**src/hdl/idm_pkg.sv**
```systemverilog
package idm_pkg;

	// Operand and result widths.
	localparam int WORD_W = 128;
	localparam int HALF_W = 64;

	// One quotient bit is produced per iteration.
	localparam int STEP_CNT_W = 7;
	localparam logic [STEP_CNT_W-1:0] LAST_STEP = 7'd127;

	// Operation codes carried on the cmd port.
	localparam logic [1:0] CMD_UDIV = 2'd0;
	localparam logic [1:0] CMD_UMOD = 2'd1;
	localparam logic [1:0] CMD_SDIV = 2'd2;
	localparam logic [1:0] CMD_SMOD = 2'd3;

	// Commands from the controller to the datapath.
	typedef struct packed {
		logic load;
		logic negate;
		logic step;
		logic finish;
	} dp_cmd_t;

	// Status from the datapath to the controller.
	typedef struct packed {
		logic zero;
	} dp_status_t;

endpackage

```
**src/hdl/int128_divide_modulo.sv**
```systemverilog
// 128-bit integer divide and modulo, unsigned or signed (truncating toward
// zero, remainder with the dividend's sign). Raise start for one cycle while
// busy is low to launch a transaction; operands and cmd are sampled at that
// edge. The result appears on result_lo, result_hi and zero_divisor for
// exactly one cycle marked by done and must be captured then, since the
// receiver cannot stall; the ports then hold their value until the next
// transaction completes. From the accepting edge a transaction forms the
// operand magnitudes, runs the radix-2 restoring loop (one quotient bit per
// cycle through a single 129-bit subtractor) and applies sign correction
// into the output register. A zero divisor skips the loop; the quotient is
// then 0, the remainder is the dividend and zero_divisor is set.
// busy drops in the done cycle, so the next start may be taken there.
module int128_divide_modulo (
	input  logic                       clk,
	input  logic                       arst_n,
	input  logic                       start,
	output logic                       busy,
	input  logic [1:0]                 cmd,
	input  logic [idm_pkg::HALF_W-1:0] dividend_lo,
	input  logic [idm_pkg::HALF_W-1:0] dividend_hi,
	input  logic [idm_pkg::HALF_W-1:0] divisor_lo,
	input  logic [idm_pkg::HALF_W-1:0] divisor_hi,
	output logic                       done,
	output logic [idm_pkg::HALF_W-1:0] result_lo,
	output logic [idm_pkg::HALF_W-1:0] result_hi,
	output logic                       zero_divisor
);
	import idm_pkg::*;

	dp_cmd_t    dp_cmd;
	dp_status_t dp_status;

	// Sequencer.
	idm_ctrl u_ctrl (
		.clk       (clk),
		.arst_n    (arst_n),
		.start     (start),
		.busy      (busy),
		.done      (done),
		.dp_cmd    (dp_cmd),
		.dp_status (dp_status)
	);

	// Shift-subtract datapath.
	idm_datapath u_datapath (
		.clk          (clk),
		.dp_cmd       (dp_cmd),
		.dp_status    (dp_status),
		.cmd          (cmd),
		.dividend_lo  (dividend_lo),
		.dividend_hi  (dividend_hi),
		.divisor_lo   (divisor_lo),
		.divisor_hi   (divisor_hi),
		.result_lo    (result_lo),
		.result_hi    (result_hi),
		.zero_divisor (zero_divisor)
	);

endmodule

```
**src/hdl/idm_datapath.sv**
```systemverilog
module idm_datapath (
	input  logic                     clk,
	input  idm_pkg::dp_cmd_t         dp_cmd,
	output idm_pkg::dp_status_t      dp_status,
	input  logic [1:0]               cmd,
	input  logic [idm_pkg::HALF_W-1:0] dividend_lo,
	input  logic [idm_pkg::HALF_W-1:0] dividend_hi,
	input  logic [idm_pkg::HALF_W-1:0] divisor_lo,
	input  logic [idm_pkg::HALF_W-1:0] divisor_hi,
	output logic [idm_pkg::HALF_W-1:0] result_lo,
	output logic [idm_pkg::HALF_W-1:0] result_hi,
	output logic                     zero_divisor
);
	import idm_pkg::*;

	logic [WORD_W-1:0] rem_q;
	logic [WORD_W-1:0] quo_q;
	logic [WORD_W-1:0] div_q;
	logic              neg_a_q;
	logic              neg_b_q;
	logic              want_mod_q;
	logic              zero_q;
	logic [WORD_W-1:0] result_q;

	logic              is_signed;
	logic              want_mod;
	logic [WORD_W-1:0] rem_shift;
	logic [WORD_W:0]   diff;
	logic              take;
	logic [WORD_W-1:0] fix_src;
	logic              fix_neg;
	logic [WORD_W-1:0] fix_val;

	// Decode the operation of the incoming transaction.
	always_comb begin
		is_signed = (cmd == CMD_SDIV) || (cmd == CMD_SMOD);
		want_mod  = (cmd == CMD_UMOD) || (cmd == CMD_SMOD);
	end

	// One restoring step: shift the next dividend bit into the remainder and
	// subtract the divisor when it fits. The bit shifted out of the remainder
	// guarantees a fit, so it heads the 129-bit difference.
	always_comb begin
		rem_shift = {rem_q[WORD_W-2:0], quo_q[WORD_W-1]};
		diff      = {rem_q[WORD_W-1], rem_shift} - {1'b0, div_q};
		take      = ~diff[WORD_W];
	end

	// Select quotient or remainder and apply the sign. With a zero divisor
	// the quotient is zero and the remainder is the dividend magnitude,
	// which still sits in the quotient register.
	always_comb begin
		if (zero_q) begin
			fix_src = want_mod_q ? quo_q : '0;
		end else begin
			fix_src = want_mod_q ? rem_q : quo_q;
		end
		fix_neg = want_mod_q ? neg_a_q : (neg_a_q ^ neg_b_q);
		fix_val = fix_neg ? (~fix_src + WORD_W'(1)) : fix_src;
	end

	// Operand, remainder and quotient registers.
	always_ff @(posedge clk) begin
		if (dp_cmd.load) begin
			quo_q      <= {dividend_hi, dividend_lo};
			div_q      <= {divisor_hi, divisor_lo};
			rem_q      <= '0;
			neg_a_q    <= is_signed & dividend_hi[HALF_W-1];
			neg_b_q    <= is_signed & divisor_hi[HALF_W-1];
			want_mod_q <= want_mod;
			zero_q     <= ({divisor_hi, divisor_lo} == '0);
		end else if (dp_cmd.negate) begin
			if (neg_a_q) begin
				quo_q <= ~quo_q + WORD_W'(1);
			end
			if (neg_b_q) begin
				div_q <= ~div_q + WORD_W'(1);
			end
		end else if (dp_cmd.step) begin
			rem_q <= take ? diff[WORD_W-1:0] : rem_shift;
			quo_q <= {quo_q[WORD_W-2:0], take};
		end
	end

	// Result register, held until the next transaction finishes.
	always_ff @(posedge clk) begin
		if (dp_cmd.finish) begin
			result_q     <= fix_val;
			zero_divisor <= zero_q;
		end
	end

	assign result_lo      = result_q[HALF_W-1:0];
	assign result_hi      = result_q[WORD_W-1:HALF_W];
	assign dp_status.zero = zero_q;

endmodule

```
**src/hdl/idm_ctrl.sv**
```systemverilog
module idm_ctrl (
	input  logic                clk,
	input  logic                arst_n,
	input  logic                start,
	output logic                busy,
	output logic                done,
	output idm_pkg::dp_cmd_t    dp_cmd,
	input  idm_pkg::dp_status_t dp_status
);
	import idm_pkg::*;

	typedef enum logic [1:0] {
		S_IDLE,
		S_NEG,
		S_ITER,
		S_FIX
	} state_t;

	state_t                state_q;
	logic [STEP_CNT_W-1:0] cnt_q;
	logic                  done_q;

	// Sequence: load, take magnitudes, iterate (skipped for a zero divisor), fix sign and deliver.
	always_ff @(posedge clk or negedge arst_n) begin
		if (!arst_n) begin
			state_q <= S_IDLE;
			cnt_q   <= '0;
			done_q  <= 1'b0;
		end else begin
			done_q <= 1'b0;
			unique case (state_q)
				S_IDLE: begin
					if (start) begin
						state_q <= S_NEG;
					end
				end
				S_NEG: begin
					cnt_q   <= '0;
					state_q <= dp_status.zero ? S_FIX : S_ITER;
				end
				S_ITER: begin
					cnt_q <= cnt_q + STEP_CNT_W'(1);
					if (cnt_q == LAST_STEP) begin
						state_q <= S_FIX;
					end
				end
				S_FIX: begin
					done_q  <= 1'b1;
					state_q <= S_IDLE;
				end
				default: begin
					state_q <= S_IDLE;
				end
			endcase
		end
	end

	// Datapath commands decoded from the state.
	always_comb begin
		dp_cmd.load   = (state_q == S_IDLE) && start;
		dp_cmd.negate = (state_q == S_NEG);
		dp_cmd.step   = (state_q == S_ITER);
		dp_cmd.finish = (state_q == S_FIX);
	end

	assign busy = (state_q != S_IDLE);
	assign done = done_q;

`ifndef SYNTHESIS
	a_start_begins: assert property (@(posedge clk) disable iff (!arst_n)
		(start && state_q == S_IDLE) |=> (state_q == S_NEG))
		else $error("accepted transaction did not begin");
	a_done_idle: assert property (@(posedge clk) disable iff (!arst_n)
		done |-> (state_q == S_IDLE && $past(state_q) == S_FIX))
		else $error("result strobe outside of completion");
	a_last_step: assert property (@(posedge clk) disable iff (!arst_n)
		(state_q == S_ITER && cnt_q == LAST_STEP) |=> (state_q == S_FIX))
		else $error("iteration did not end after the last quotient bit");
	a_zero_skip: assert property (@(posedge clk) disable iff (!arst_n)
		(state_q == S_NEG && dp_status.zero) |=> (state_q == S_FIX))
		else $error("zero divisor did not skip the iterations");
`endif

endmodule

```
**config.mk**
```make
export PLATFORM = sky130hd
export DESIGN_NAME = int128_divide_modulo
export DESIGN_NICKNAME = d
export VERILOG_FILES = /design/src/hdl/idm_pkg.sv /design/src/hdl/int128_divide_modulo.sv /design/src/hdl/idm_datapath.sv /design/src/hdl/idm_ctrl.sv
export SDC_FILE = /design/constraint.sdc
export NUM_CORES = 2
export LEC_CHECK = 0
export BUFFER_PORTS_ARGS = -buffer_cell sky130_fd_sc_hd__buf_4
export CAP_MARGIN = 10
export CORE_ASPECT_RATIO = 1.1
export CORE_MARGIN = 2
export CORE_UTILIZATION = 65
export DETAILED_ROUTE_END_ITERATION = 6
export PLACE_DENSITY = 0.86
export SYNTH_ARGS = -nofsm -noshare
export SYNTH_HDL_FRONTEND = slang
export SYNTH_SLANG_ARGS = --single-unit
```
**constraint.sdc**
```tcl
create_clock -name clk -period 25.9 [get_ports clk]
set_input_delay 5.18 -clock clk [delete_from_list [all_inputs] [get_ports clk]]
set_output_delay 5.18 -clock clk [all_outputs]
set_load 0.01 [all_outputs]
```
==> flow_summary.toml <==
[power]
power_frac_seq_pct = 28.9
leakage_nw = 17.9
powerDensity_nw_per_um2 = 158
power_mw = 7.54
p_sw_share_pct = 51.2
p_int_mw = 3.68
combPwrFrac_pct = 59.8
ir_drop_mv = 0.121
power_frac_clock_pct = 11.4
total_switching_power_mw = 3.86

[sta]
tightestPinTransition_ns = 1.35
fin_worst_skew_ns = 0.0304
fmax_mhz = 127
relSlewSlack_pct = 7.90
finalSetupTns_ns = 0
finalSetupViolations = 0
setup_slack_ns = 18.00
finalHoldViolCount = 0
finalCritPeriodShare_pct = 30.5
period_minus_slack_ns = 7.90
drv_slew = 0
hold_ws_ns = 0.531
rsz0062_at_grt = "false"

[layout]
seqCellArea_um2 = 14500
layout-drive-gt1-share_pct = 13.1
nFillCells = 4944
fin_util_pct = 73.3
syn2layout_area_growth_pct = 11.4
multi_input_area_um2 = 26100
instances_no_fill = 6292
final_nets = 5792
fin_area_um2 = 47600

[synth]
syn_area_per_cell_um2 = 8.12
synth_common_cells = "nand2_1, nor2_1, a21oi_1, edfxtp_1, clkbuf_1"
synth_flop_cell = "edfxtp_1"
ys_ff_latch = 527
synth_edf_count = 389
ys_types = 98
synth_warnings = 0
synth_most_common_cell = "nand2_1"
synth_top_area_share_pct = 27.3
syn_nets = 5665
synth_largest_area_cell = "edfxtp_1"
ys_seq_area_share_pct = 33.9
syn_inst = 5266
synth.area.top_cells = "edfxtp_1, dfxtp_1, xnor2_1"
syn_area_um2 = 42800
synthArstFlopShare_pct = 1.90

[job]
cap_violations = 0

[status]
outcome = "complete, but fails checks"
violations = "DRC"

[routing]
dr.pass1.iters = 7
drtAntennaViolNets = 0
num_vias = 44096
routed_wl_um = 158000
detail_route.iter0.violations = 6918
via_per_inst = 7.01
remaining_drc_errors = 2
wl_per_cell_um = 25.1

[placement]
dp_slack_ns = 17.47
globalplace.congestion = 1.07
dp_hpwl_um = 118000
post_dp_cell_area_um2 = 45700
post-place-cells = 6184
portBuffers = 391

[clock_network]
clk_latency_ns = 0.66
path_clk_slew_ns = 0.06
root_buffer = "clkbuf_16"
clock-sinks = 527
cts_hold_buf = 0
cts_buffers = 57
clk_path_buf_depth = 3
htreeDepth = 2
ctsResizeCount = 0
cts_tree = "yes"
postCtsSetupBuffers = 0

[setup_path]
max_stage_delay_ns = 0.84
cp_common_cell = "buf_4"
path_cells = "buf_4 -> nand2_4 -> buf_4 -> buf_4 -> buf_4 -> a21oi_1"
arrival_ns = 8.25
startpoint = "start"
path_class = "primary input to register"
startpoint_type = "primary input"
worstReg2RegStart = "u_datapath.dp_status"
crit_family = "buffers and inverters"
cp-end-kind = "register"
path_max_fanout = 102
cp.required_ns = 26.24
crit_path_top_delay_cell = "buf_4"
critical_path_buf_inv_count = 4

[die]
core_area_um2 = 65000
die-area_um2 = 67800
die_w_um = 249
die_y_um = 273
initial_core_util_pct = 65.8
rows = 98
boundaryPins = 392

[worst_hold_path]
hold_path.class = "register to register"
hold_start = "u_datapath.rem_q[127]"

[global_routing]
grt_pass1_vias = 39540
grt_pass1_wl_um = 236000
antenna_found_initial = 6
track_usage_pct = 44.4
grt-ovfl-total = 0
grt_max_degree = 137
-- area by class of cell --
type,count,area share [%]
multi-input cells,4159,54.8
inverters,216,1.72
flip-flops and latches,527,30.4
diodes,2,0.0105
well taps,850,2.23
repair buffers,432,6.83
clock inverters,38,0.861
clock buffers,68,3.15
-- registers in the layout, indices dropped and copies added, names as in the netlist --
| signal | cells |
|---|---|
| u_datapath.want_mod_q | 1 |
| u_datapath.zero_divisor | 1 |
| u_datapath.neg_a_q | 1 |
| u_ctrl.done | 1 |
| u_ctrl.state_q | 2 |
| u_datapath.result_q | 128 |
| u_datapath.rem_q | 128 |
| u_datapath.div_q | 128 |
| u_datapath.dp_status | 1 |
| u_ctrl.cnt_q | 7 |
| u_datapath.quo_q | 128 |
| u_datapath.neg_b_q | 1 |
-- layer usage --
metal | GRT usage (%) | wire, µm | vias up | part of all wire [%]
li1 | - | - | 19692 | -
met1 | 63.6 | 61100 | 20562 | 39
met2 | 62.6 | 64200 | 3354 | 41
met3 | 13.2 | 25500 | 484 | 16
met4 | 17.7 | 7310 | 4 | 4.6
met5 | 0 | 23 | - | 0.015
-- power groups by stage --
stage          clock network, mW  registers [mW]  logic, mW
2_1_floorplan                  0            1.92       3.20
3_3_place_gp                   0            2.10       4.23
3_5_place_dp                   0            2.13       4.31
4_1_cts                    0.852            2.11       4.35
5_1_grt                    0.886            2.20       4.85
6_report                   0.857            2.18       4.51
-- worst paths after layout --
check	to	cells after the start	slack (ns)
hold reg to reg	u_datapath.rem_q[127]	2	0.53
setup / recovery	u_datapath.div_q[14]	6	18.00
hold / removal	u_datapath.rem_q[127]	2	0.53
max in group asynchronous	u_ctrl.state_q[1]	1	21.39
min in group asynchronous	u_ctrl.done	1	4.35
setup reg to reg	u_datapath.result_q[123]	14	19.16
-- worst min-delay path: stages (launching register included) --
cell and delay [ns]:
dfxtp_1 0.35, nand2_1 0.07, o32ai_1 0.06
-- placed cells by master (no fill, tap or decap), types with 64 or more instances in the layout --
cell      instances
nand2_1         629
nor2_1          601
buf_4           431
a21oi_1         425
edfxtp_1        389
o21ai_0         289
xnor2_1         273
inv_1           213
ha_1            134
dfxtp_1         128
nor3_1          126
nand4_1         114
mux2_2          112
nor4_1          108
nand3_1          95
xor2_1           89
a311oi_1         81
a21o_1           71
a22oi_1          68
o22ai_1          68
a31oi_1          64
-- cell families (layout without fill, tap and decap cells) --
family                   count (synthesis)  in the layout  share of synthesized area [%]
flip-flops                             527            527                           33.9
multiplexers                           177            177                           4.54
adder cells (fa/ha/maj)                138            138                           4.06
other                                    0              2                              0
AND/OR/NAND/NOR                       1977           1977                           21.9
buffers and inverters                  580            754                           5.32
AO/OA/AOI/OAI                         1502           1502                           22.8
XOR/XNOR                               365            365                           7.49
Power figures use the tool's default switching activity.
